**config.mk**
```make
export PLATFORM = sky130hd
export DESIGN_NAME = tlb_second_chance
export DESIGN_NICKNAME = d
export VERILOG_FILES = /design/src/hw/rtl/tlbsc_pkg.sv /design/src/hw/rtl/tlbsc_ram.sv /design/src/hw/rtl/tlbsc_ctrl.sv /design/src/hw/rtl/tlb_second_chance.sv
export SDC_FILE = /design/constraint.sdc
export NUM_CORES = 1
export LEC_CHECK = 0
export BUFFER_PORTS_ARGS = -buffer_cell sky130_fd_sc_hd__buf_2
export CELL_PAD_IN_SITES_DETAIL_PLACEMENT = 1
export CELL_PAD_IN_SITES_GLOBAL_PLACEMENT = 1
export CORE_MARGIN = 2
export CORE_UTILIZATION = 54
export CTS_CLUSTER_SIZE = 8
export DETAILED_ROUTE_END_ITERATION = 8
export PLACE_DENSITY = 0.82
export SYNTH_ARGS = -nofsm -noshare
export SYNTH_HDL_FRONTEND = slang
export SYNTH_SLANG_ARGS = --single-unit
```
**constraint.sdc**
```tcl
create_clock -name clk -period 4.1 [get_ports clk]
set_clock_uncertainty 0.05 [all_clocks]
set_input_delay 0.615 -clock clk [delete_from_list [all_inputs] [get_ports clk]]
set_output_delay 0.615 -clock clk [all_outputs]
set_load 0.01 [all_outputs]
```
**src/hw/rtl/tlbsc_pkg.sv**
```systemverilog
`default_nettype none
// ----------------------------------------------------------------------------
// tlbsc_pkg
// Shared types and constants of the second-chance translation buffer.
// ----------------------------------------------------------------------------
package tlbsc_pkg;

	// field widths of the request and response
	localparam int unsigned PAGE_BITS   = 8;
	localparam int unsigned FRAME_BITS  = 8;
	localparam int unsigned ACTION_BITS = 2;

	// default number of entries
	localparam int unsigned ENTRIES_DEF = 16;

	// action codes; the fourth code is unused and leaves the state alone
	typedef enum logic [ACTION_BITS-1:0] {
		ACT_LOOKUP     = 2'd0,
		ACT_ADD        = 2'd1,
		ACT_INVALIDATE = 2'd2
	} action_e;

	// request payload
	typedef struct packed {
		logic [ACTION_BITS-1:0] action;
		logic [PAGE_BITS-1:0]   page;
		logic [FRAME_BITS-1:0]  frame;
		logic                   write_access;
		logic                   dirty_in;
	} tlb_req_t;

	// response payload
	typedef struct packed {
		logic                  hit;
		logic [FRAME_BITS-1:0] frame_out;
	} tlb_rsp_t;

	// one word of the entry memory
	typedef struct packed {
		logic [PAGE_BITS-1:0]  page;
		logic [FRAME_BITS-1:0] frame;
	} entry_t;

	// sequencer states
	typedef enum logic [2:0] {
		ST_IDLE,
		ST_SCAN,
		ST_FIND,
		ST_SWEEP,
		ST_FILL,
		ST_DONE
	} state_e;

	// status from the sequencer to the top level
	typedef struct packed {
		logic idle;
		logic done;
	} ctrl_stat_t;

endpackage : tlbsc_pkg
`default_nettype wire

```
**src/hw/rtl/tlbsc_ram.sv**
```systemverilog
`default_nettype none
// ----------------------------------------------------------------------------
// tlbsc_ram
// Entry memory: one write port, one read port with registered read data.
// ----------------------------------------------------------------------------
module tlbsc_ram #(
	parameter int unsigned DEPTH = tlbsc_pkg::ENTRIES_DEF,
	localparam int unsigned AW   = $clog2(DEPTH)
) (
	input  wire logic             clk,
	input  wire logic             rd_en,
	input  wire logic [AW-1:0]    rd_addr,
	output tlbsc_pkg::entry_t     rd_data,
	input  wire logic             wr_en,
	input  wire logic [AW-1:0]    wr_addr,
	input  wire tlbsc_pkg::entry_t wr_data
);
	import tlbsc_pkg::*;

	entry_t mem [DEPTH];

	// write port
	always_ff @(posedge clk) begin
		if (wr_en) begin
			mem[wr_addr] <= wr_data;
		end
	end

	// read port, registered read data
	always_ff @(posedge clk) begin
		if (rd_en) begin
			rd_data <= mem[rd_addr];
		end
	end

endmodule : tlbsc_ram
`default_nettype wire

```
**src/hw/rtl/tlbsc_ctrl.sv**
```systemverilog
`default_nettype none
// ----------------------------------------------------------------------------
// tlbsc_ctrl
// Sequencer: scans the entry memory for lookup and invalidate, finds a free
// or second-chance victim for add, and holds the valid, used and dirty bits.
// ----------------------------------------------------------------------------
module tlbsc_ctrl #(
	parameter int unsigned ENTRIES = tlbsc_pkg::ENTRIES_DEF,
	localparam int unsigned IW     = $clog2(ENTRIES)
) (
	input  wire logic              clk,
	input  wire logic              arst_n,
	input  wire logic              start,
	input  wire tlbsc_pkg::tlb_req_t req,
	input  wire logic              out_free,
	output tlbsc_pkg::ctrl_stat_t  stat,
	output tlbsc_pkg::tlb_rsp_t    rsp,
	output logic                   rd_en,
	output logic [IW-1:0]          rd_addr,
	input  wire tlbsc_pkg::entry_t rd_data,
	output logic                   wr_en,
	output logic [IW-1:0]          wr_addr,
	output tlbsc_pkg::entry_t      wr_data
);
	import tlbsc_pkg::*;

	localparam logic [IW-1:0] LAST = IW'(ENTRIES - 1);

	state_e            state_q, state_d;
	tlb_req_t          req_q;
	logic [IW-1:0]     idx_q;
	logic              issue_q;
	logic [IW-1:0]     hand_q;
	logic [IW-1:0]     victim_q;
	logic [ENTRIES-1:0] valid_q, used_q, dirty_q;
	logic              hit_q;
	logic [FRAME_BITS-1:0] fo_q;
	logic              vld_s1, last_s1;
	logic [IW-1:0]     idx_s1;
	logic              match_s1, scan_end, is_lookup;
	logic [IW-1:0]     hand_nxt;

	// compare stage on the registered read data
	assign is_lookup = (req_q.action == ACT_LOOKUP);
	assign match_s1  = vld_s1 && valid_q[idx_s1] && (rd_data.page == req_q.page);
	assign scan_end  = (state_q == ST_SCAN) && vld_s1 && (last_s1 || (match_s1 && is_lookup));
	assign hand_nxt  = (hand_q == LAST) ? '0 : hand_q + 1'b1;

	// next state and outputs
	always_comb begin
		state_d  = state_q;
		rd_en    = 1'b0;
		rd_addr  = idx_q;
		wr_en    = 1'b0;
		wr_addr  = victim_q;
		wr_data  = '{page: req_q.page, frame: req_q.frame};
		stat     = '{idle: 1'b0, done: 1'b0};
		unique case (state_q)
			ST_IDLE: begin
				stat.idle = 1'b1;
				if (start) begin
					unique case (req.action) inside
						ACT_LOOKUP, ACT_INVALIDATE: state_d = ST_SCAN;
						ACT_ADD:                    state_d = ST_FIND;
						default:                    state_d = ST_DONE;
					endcase
				end
			end
			ST_SCAN: begin
				rd_en = issue_q && !scan_end;
				if (scan_end) begin
					state_d = ST_DONE;
				end
			end
			ST_FIND: begin
				if (!valid_q[idx_q]) begin
					state_d = ST_FILL;
				end else if (idx_q == LAST) begin
					state_d = ST_SWEEP;
				end
			end
			ST_SWEEP: begin
				if (!used_q[hand_q]) begin
					state_d = ST_FILL;
				end
			end
			ST_FILL: begin
				wr_en   = 1'b1;
				state_d = ST_DONE;
			end
			ST_DONE: begin
				stat.done = out_free;
				if (out_free) begin
					state_d = ST_IDLE;
				end
			end
			default: state_d = ST_IDLE;
		endcase
	end

	assign rsp = '{hit: hit_q, frame_out: fo_q};

	// state register
	always_ff @(posedge clk or negedge arst_n) begin
		if (!arst_n) begin
			state_q <= ST_IDLE;
		end else begin
			state_q <= state_d;
		end
	end

	// control registers: scan pipeline, hand and entry flags
	always_ff @(posedge clk or negedge arst_n) begin
		if (!arst_n) begin
			issue_q <= 1'b0;
			vld_s1  <= 1'b0;
			hand_q  <= '0;
			valid_q <= '0;
			used_q  <= '0;
			dirty_q <= '0;
			hit_q   <= 1'b0;
		end else begin
			vld_s1 <= rd_en;
			unique case (state_q)
				ST_IDLE: begin
					hit_q   <= 1'b0;
					issue_q <= start;
				end
				ST_SCAN: begin
					if (scan_end || (issue_q && idx_q == LAST)) begin
						issue_q <= 1'b0;
					end
					if (match_s1) begin
						if (is_lookup) begin
							hit_q          <= 1'b1;
							used_q[idx_s1] <= 1'b1;
							if (req_q.write_access) begin
								dirty_q[idx_s1] <= 1'b1;
							end
						end else begin
							valid_q[idx_s1] <= 1'b0;
							used_q[idx_s1]  <= 1'b0;
							dirty_q[idx_s1] <= 1'b0;
						end
					end
				end
				ST_SWEEP: begin
					// clear the mark of a used entry, stop at the first unused one
					if (used_q[hand_q]) begin
						used_q[hand_q] <= 1'b0;
					end
					hand_q <= hand_nxt;
				end
				ST_FILL: begin
					valid_q[victim_q] <= 1'b1;
					used_q[victim_q]  <= 1'b1;
					dirty_q[victim_q] <= req_q.dirty_in;
				end
				default: ;
			endcase
		end
	end

	// payload registers
	always_ff @(posedge clk) begin
		idx_s1  <= idx_q;
		last_s1 <= (idx_q == LAST);
		unique case (state_q)
			ST_IDLE: begin
				req_q <= req;
				idx_q <= '0;
				fo_q  <= '0;
			end
			ST_SCAN: begin
				if (rd_en) begin
					idx_q <= idx_q + 1'b1;
				end
				if (match_s1 && is_lookup) begin
					fo_q <= rd_data.frame;
				end
			end
			ST_FIND: begin
				victim_q <= idx_q;
				idx_q    <= idx_q + 1'b1;
			end
			ST_SWEEP: begin
				victim_q <= hand_q;
			end
			default: ;
		endcase
	end

	// checks
	a_sweep_only_full: assert property (@(posedge clk) disable iff (!arst_n)
		state_q == ST_SWEEP |-> &valid_q)
		else $error("second-chance sweep while a free entry exists");

	a_fill_sets_flags: assert property (@(posedge clk) disable iff (!arst_n)
		wr_en |=> valid_q[$past(wr_addr)] && used_q[$past(wr_addr)])
		else $error("filled entry not marked valid and used");

	a_hit_only_lookup: assert property (@(posedge clk) disable iff (!arst_n)
		stat.done && rsp.hit |-> req_q.action == ACT_LOOKUP)
		else $error("hit reported for an action other than lookup");

	a_idle_pipe_empty: assert property (@(posedge clk) disable iff (!arst_n)
		stat.idle |-> !vld_s1 && !rd_en && !wr_en)
		else $error("memory access outstanding while idle");

endmodule : tlbsc_ctrl
`default_nettype wire

```
**src/hw/rtl/tlb_second_chance.sv**
```systemverilog
`default_nettype none
// ----------------------------------------------------------------------------
// tlb_second_chance
// Fully associative translation buffer with second-chance replacement.
// Lookup and invalidate raise rsp_valid after a one-entry-per-cycle scan of
// the read port that follows the request transfer.
// Add runs a free-entry search, then a sweep of up to ENTRIES+1 steps from
// the hand. One item at a time: the next request transfer follows only once
// the sequencer is through with the last, while the result may still wait.
// Reset clears valid, used and dirty bits and the hand at once; no clearing
// pass, memory contents stay undefined until written.
// ----------------------------------------------------------------------------
module tlb_second_chance #(
	parameter int unsigned ENTRIES = tlbsc_pkg::ENTRIES_DEF
) (
	input  wire logic           clk,
	input  wire logic           arst_n,
	input  wire logic           req_valid,
	output logic                req_ready,
	input  wire tlbsc_pkg::tlb_req_t req,
	output logic                rsp_valid,
	input  wire logic           rsp_ready,
	output tlbsc_pkg::tlb_rsp_t rsp
);
	import tlbsc_pkg::*;

	localparam int unsigned IW = $clog2(ENTRIES);

	ctrl_stat_t    stat;
	tlb_rsp_t      rsp_c;
	logic          rd_en, wr_en;
	logic [IW-1:0] rd_addr, wr_addr;
	entry_t        rd_data, wr_data;
	logic          out_free;
	logic          rsp_valid_q;
	tlb_rsp_t      rsp_q;

	assign req_ready = stat.idle;
	assign out_free  = !rsp_valid_q || rsp_ready;
	assign rsp_valid = rsp_valid_q;
	assign rsp       = rsp_q;

	// entry memory
	tlbsc_ram #(.DEPTH(ENTRIES)) u_ram (
		.clk     (clk),
		.rd_en   (rd_en),
		.rd_addr (rd_addr),
		.rd_data (rd_data),
		.wr_en   (wr_en),
		.wr_addr (wr_addr),
		.wr_data (wr_data)
	);

	// sequencer
	tlbsc_ctrl #(.ENTRIES(ENTRIES)) u_ctrl (
		.clk      (clk),
		.arst_n   (arst_n),
		.start    (req_valid && req_ready),
		.req      (req),
		.out_free (out_free),
		.stat     (stat),
		.rsp      (rsp_c),
		.rd_en    (rd_en),
		.rd_addr  (rd_addr),
		.rd_data  (rd_data),
		.wr_en    (wr_en),
		.wr_addr  (wr_addr),
		.wr_data  (wr_data)
	);

	// output register
	always_ff @(posedge clk or negedge arst_n) begin
		if (!arst_n) begin
			rsp_valid_q <= 1'b0;
		end else if (stat.done) begin
			rsp_valid_q <= 1'b1;
		end else if (rsp_ready) begin
			rsp_valid_q <= 1'b0;
		end
	end

	always_ff @(posedge clk) begin
		if (stat.done) begin
			rsp_q <= rsp_c;
		end
	end

endmodule : tlb_second_chance
`default_nettype wire
```
### Word-level counts from Yosys, hierarchy flattened

Memories as Yosys holds them, arrays and structs flattened. A register that Yosys moved wholly into a read port is not among the register bits.
Index checks and enable logic that the tools add are counted.

| storage, ports and cells | value |
|---|---|
| bits in writable memories | 256 |
| memories | 1 |
| bits in registers | 91 |
| input port bits | 24 |
| word-level logic and storage cells | 137 |

| operators by class | value |
|---|---|
| bitwise operators | 8 |
| reductions and logical operators | 33 |
| add/sub/neg operators | 2 |
| equal/unequal tests | 22 |
| multiplexer cells | 46 |
| magnitude comparators | 7 |

Memory list:

| memory | words | bits a word | read ports | clocked after memory_dff | wr ports | line | RTL |
|---|---|---|---|---|---|---|---|
| u_ram.mem | 16 | 16 | 1 | 1 | 1 | tlbsc_ram.sv:20 | `entry_t mem [DEPTH];` |

Operators by type and width:

| operator | number |
|---|---|
| 2-to-1 mux 16 bit | 5 |
| AND 16 bit | 3 |
| OR 16 bit | 3 |
| one-hot mux 16 bit (3 select lines) | 1 |
| inverter 16 bit | 2 |
| one-hot mux 16 bit (2 select lines) | 1 |
| less-than comparator 4 x 5 -> 1 bit (second input constant) | 4 |
| 2-to-1 mux 3 bit | 6 |
| one-hot mux 3 bit (6 select lines) | 1 |
| 2-to-1 mux 1 bit | 17 |
| one-hot mux 8 bit (2 select lines) | 1 |
| inequality test 2 x 1 -> 1 bit (second input constant) | 7 |
| binary-select mux 1 bit (select 4 bit) | 3 |
| demux 1 bit (select 4 bit) | 3 |
| greater-or-equal comparator 4 x 1 -> 1 bit (second input constant) | 3 |
| one-hot mux 4 bit (3 select lines) | 1 |
| logical AND 1 bit | 11 |
| AND reduction 3 bit | 3 |
| adder 4 x 1 -> 4 bit (second input constant) | 2 |
| == test 4 bit (second input constant) | 2 |
| == test 8 bit | 1 |
| 2-to-1 mux 4 bit | 2 |
| 2-to-1 mux 8 bit | 1 |
| inequality test 2 bit (second input constant) | 4 |
| 18 further kinds | 31 |

### Longest topological paths before layout

| depth | value |
|---|---|
| word-level depth | 12 |
| mapped depth | 9 |
| mapped depth without buffers | 6 |

### Modules after synthesis

From an unflattened synthesis, not the netlist that was laid out.

| second synthesis, totals | value |
|---|---|
| cells, all modules | 941 |
| area, all modules | 15421.0 µm² |

By module, submodules not included:

| module | cells each | seq. area each (µm²) | area an instance (µm²) | times used |
|---|---|---|---|---|
| tlbsc_ram | 432 | 8167.8 | 10202.3 | 1 |
| tlbsc_ctrl | 496 | 2172.1 | 4894.7 | 1 |
| tlb_second_chance | 13 | 295.3 | 324.1 | 1 |

### Worst setup path before layout

No wires, ideal clock.

| path | value |
|---|---|
| path kind | reg2reg |
| start | register u_ctrl.state_q[0] |
| end | register (tool-made name) |
| library setup time | 0.082 ns |
| cell stages (with the launch flop) | 9 |
| required time | 3.968 ns |
| clock period less this slack | 2.969 ns |
| arrival | 2.837 ns |
| slack | 1.131 ns |
| path buffers | 2 |
| path through | dfrtp_1 -> buf_2 -> nor3b_1 -> buf_2 -> nand3_1 -> nor3_1 -> o22ai_1 -> o21a_1 -> a31oi_1 |

RTL lines:

| element | line | RTL |
|---|---|---|
| from (decl) | tlbsc_ctrl.sv:29 | `state_e state_q, state_d;` |
| from (signal assigned) | tlbsc_ctrl.sv:108 | `state_q <= state_d;` |

==> out/summary.md <==
The total area inside the core boundary comes to 26880 sq um. The number of pins with negative max-slew slack in the final report came out at 0. The critical path goes through xnor2_1 > nand4_1 > or3_1 > o21ai_2 > nand2_1 > mux2_1.

Count of clock tree sinks: 363. The element type at the critical path start is a register. Along the worst path, the maximum fanout reaches 28.

The smallest clock period supported by the final layout is computed as 3462 ps. The sequential cell area fraction in the yosys report came out at 0.7198. After synthesis, the cell types taking the most area are sky130_fd_sc_hd__edfxtp_1 64%, sky130_fd_sc_hd__mux4_2 14%, sky130_fd_sc_hd__dfrtp_1 7.3%.

At the pin with the least slew margin, the transition time is 1196 ps. Counting flops and latches in the post-synthesis netlist gives 363. The register area was 10640 sq um; the area growth from synthesis to layout was 14.12%. The number of buffer and inverter stages on the critical path was 0; the count of nets left with antenna violations after detail routing was 0. At the worst endpoint, the required time is 4480 ps.

The startpoint identified for the worst register-to-register timing path is u_ctrl.wr_data[14]. 35 I/O pins were placed. The area occupied by multi-input gates is 3983 sq um, and the largest net degree at the start of global routing is 70. Counting distinct cell types in the post-synthesis netlist gives 54.

Start-to-end type of the worst setup path: reg2reg. The worst-case IR drop observed on VDD is 0.0004172 V. Using the TritonRoute via totals, the vias-per-cell ratio works out to 6.877.

The H-tree was split into 2 levels. A synthesized cell averages 18.06 sq um. Dividing the detail-routed wire length by the instance count gives 32.36 um. The cell count of the worst hold path works out to 1. The CTS root buffer was sky130_fd_sc_hd__clkbuf_16. The number of fill cells was 2340; the maximum achievable frequency was 288.9 MHz. The final layout contains routed wiring with a total length of 40360 um. The top-area cell type share of the netlist area was 0.6402. Setup violations remaining at the end of the flow were counted as 0. Dividing total power by cell area gives a power density of 770.0 nW/um^2.

In this design, the stage delay of the slowest critical-path cell is 960 ps. TritonCTS built the clock tree. The cell area after synthesis was 14780 sq um; the post-route clock period utilization was 0.8443. The worst hold path belongs to the class in2reg.

The logs give 0 for the initial antenna violation count and 0 for the total of hold buffers inserted after clock tree synthesis. The synthesized net count came out at 847. The floorplan has 60 rows.

The logs give 60910 um for the first-pass GRT wire length and 818 for the cell count after synthesis. Setup total negative slack on the finished layout was measured at 0 ps. The floorplan step defined a die boundary enclosing 28700 sq um. After the first detailed-routing iteration, the DRC count stood at 1201. Counting flops with a built-in enable in the synthesized netlist gives 315. The run gives 0.2948 as the overall fraction of global-route tracks in use. Once the clock tree was built, the setup fixing pass inserted 0 buffers. In the routed design, unresolved DRC markers number 0. For the hold slack, the log shows 180.1 ps.

The run gives 0.8610 as the routability-driven placement congestion ratio. The most used flip-flop cell after synthesis is sky130_fd_sc_hd__edfxtp_1. The run finished with clean final reports. The initial core utilization was 0.5498; the final net count was 917. The fraction of final layout cells with drive strength greater than 1 is 0.2616, and the number of hold violations in the final report is 0.

Before antenna repair, the detailed router went through 5 iterations. Among all cell types in the netlist, the one instantiated most often is sky130_fd_sc_hd__edfxtp_1. The largest buffer count on any clock path is 3. On the critical path the largest part of the delay comes from simple AND/OR/NAND/NOR gates.

The worst-case hold path end point is u_ctrl.wr_data[4]. After global routing the overflow that remains totals 0. The master of the slowest instance on the critical path is sky130_fd_sc_hd__o21ai_2.

The tools report the number of diodes added for antenna fixing as 0. The via count of the first global-routing pass came out at 9383. In the synthesized netlist, the cells that appear most often are 315 x sky130_fd_sc_hd__edfxtp_1, 90 x sky130_fd_sc_hd__mux4_2, 63 x sky130_fd_sc_hd__a21oi_1.

In this run the tool buffered the top-level ports with 32 buffer cells. From bottom edge to top edge, the die measures 169.4 um. Critical path arrival: 3850 ps.

The die boundary width came out at 169.4 um. Clock-pin slew was measured on the worst setup and hold paths at 50 ps. Depth of the most critical reg-to-reg path: 6.

The logs give 640 ps for the register-to-register setup slack and 0 for the synthesis warning total. The relative max-transition margin was 0.1952; the number of max-cap violations was 0. The fraction of synthesis flops using an asynchronous set or reset pin came out at 0.1185.

The largest area contributor in the netlist is sky130_fd_sc_hd__edfxtp_1. For the CTS buffer count, the log shows 51. The routed layout has 8576 vias. For the detailed placer's ending HPWL, the log shows 22200 um. The worst setup path is captured at a register.

The leakage power was 5.632 nW. Setup repair after global routing left no endpoint under its margin. The later pin in the worst-skew pair is clocked with a latency of 580 ps. In this run the most critical hold path is launched from req[6]. Post-CTS repair changed the size of 0 cells.
-- worst max-delay path by stage --
| stage | from | end | slack (ps) | cells past startpoint |
|---|---|---|---|---|
| detailed placement | u_ctrl.wr_data[14] | register | 910 | 6 |
| finish | u_ctrl.wr_data[14] | register | 640 | 6 |
| global route | u_ctrl.wr_data[14] | register | 530 | 6 |
| CTS | u_ctrl.wr_data[14] | register | 730 | 6 |
| global placement | u_ctrl.wr_data[14] | register | 1050 | 6 |
| floorplan | u_ctrl.state_q[0] | register | 1130 | 8 |
-- cell families after synthesis --
logic type,synth area share
xor gates and xnor gates,0.007113
AOI/OAI and AO/OA,0.05157
muxes,0.1493
DFF,0.7198
and+or+nand+nor,0.05352
buffers and inverters,0.01448
adders and majority gates,0.004234
-- state kept, by name (all words and copies together) (netlist names), named ones only --
signal and count:
u_ctrl.last_s1 1, rsp 9, u_ctrl.rd_addr 4, u_ctrl.fo_q 8, u_ctrl.idx_s1 4, u_ram.rd_data 16, u_ctrl.wr_addr 4, u_ctrl.hand_q 4
u_ctrl.req_q 2, rsp_valid 1, u_ram.mem 256, u_ctrl.hit_q 1, u_ctrl.state_q 3, u_ctrl.valid_q 16, u_ctrl.issue_q 1, u_ctrl.vld_s1 1
u_ctrl.wr_data 16
-- final cells by class --
class	instances	share of cell area
clock inverter	3	0.003413
clock buffer	68	0.08074
multi-input combinational	408	0.2362
inverter	4	0.0008905
sequential	363	0.6307
tap	341	0.02530
timing repair buffer	60	0.02271
-- layer usage --
metal  share of wire  up-vias  track usage  wire length (um)
met1            0.36     4462       0.3860             14670
met5               0        -            0                 0
met4           0.044        0       0.1330              1766
li1                -     3415            -                 -
met3           0.088      158      0.05201              3549
met2            0.50      541       0.4900             20370
-- through the flow --
stage	total power, mW	cell area, sq um	utilization	worst slack [ps]	cells
floorplan	7.927	14780	-	1131	818
global placement	8.823	15440	0.5746	1053	1176
detailed placement	9.063	15440	0.5746	912.1	1176
CTS	13.00	16860	0.6274	731.8	1247
global route	13.44	16860	0.6274	529.5	1247
finish	12.98	16860	0.6274	638.3	1247
-- power breakdown --
part           switching (mW)  internal, mW  total (mW)
logic                    1.98          1.58        3.56
registers               0.713          4.91        5.62
clock network            1.52          2.28        3.80
-- cells in the final DEF, fill, tap and decap left out, types with 11 or more instances in the layout --
master and instances:
sky130_fd_sc_hd__nor2_2 12, sky130_fd_sc_hd__a31oi_1 17, sky130_fd_sc_hd__buf_2 32, sky130_fd_sc_hd__buf_4 27, sky130_fd_sc_hd__clkbuf_1 16, sky130_fd_sc_hd__a21oi_1 63, sky130_fd_sc_hd__o21a_1 12, sky130_fd_sc_hd__o22ai_1 16
sky130_fd_sc_hd__edfxtp_1 315, sky130_fd_sc_hd__nand2_1 32, sky130_fd_sc_hd__clkbuf_16 52, sky130_fd_sc_hd__dfrtp_1 43, sky130_fd_sc_hd__nor2_1 50, sky130_fd_sc_hd__mux4_2 90, sky130_fd_sc_hd__o21ai_0 11
Power figures use the tool's default switching activity.
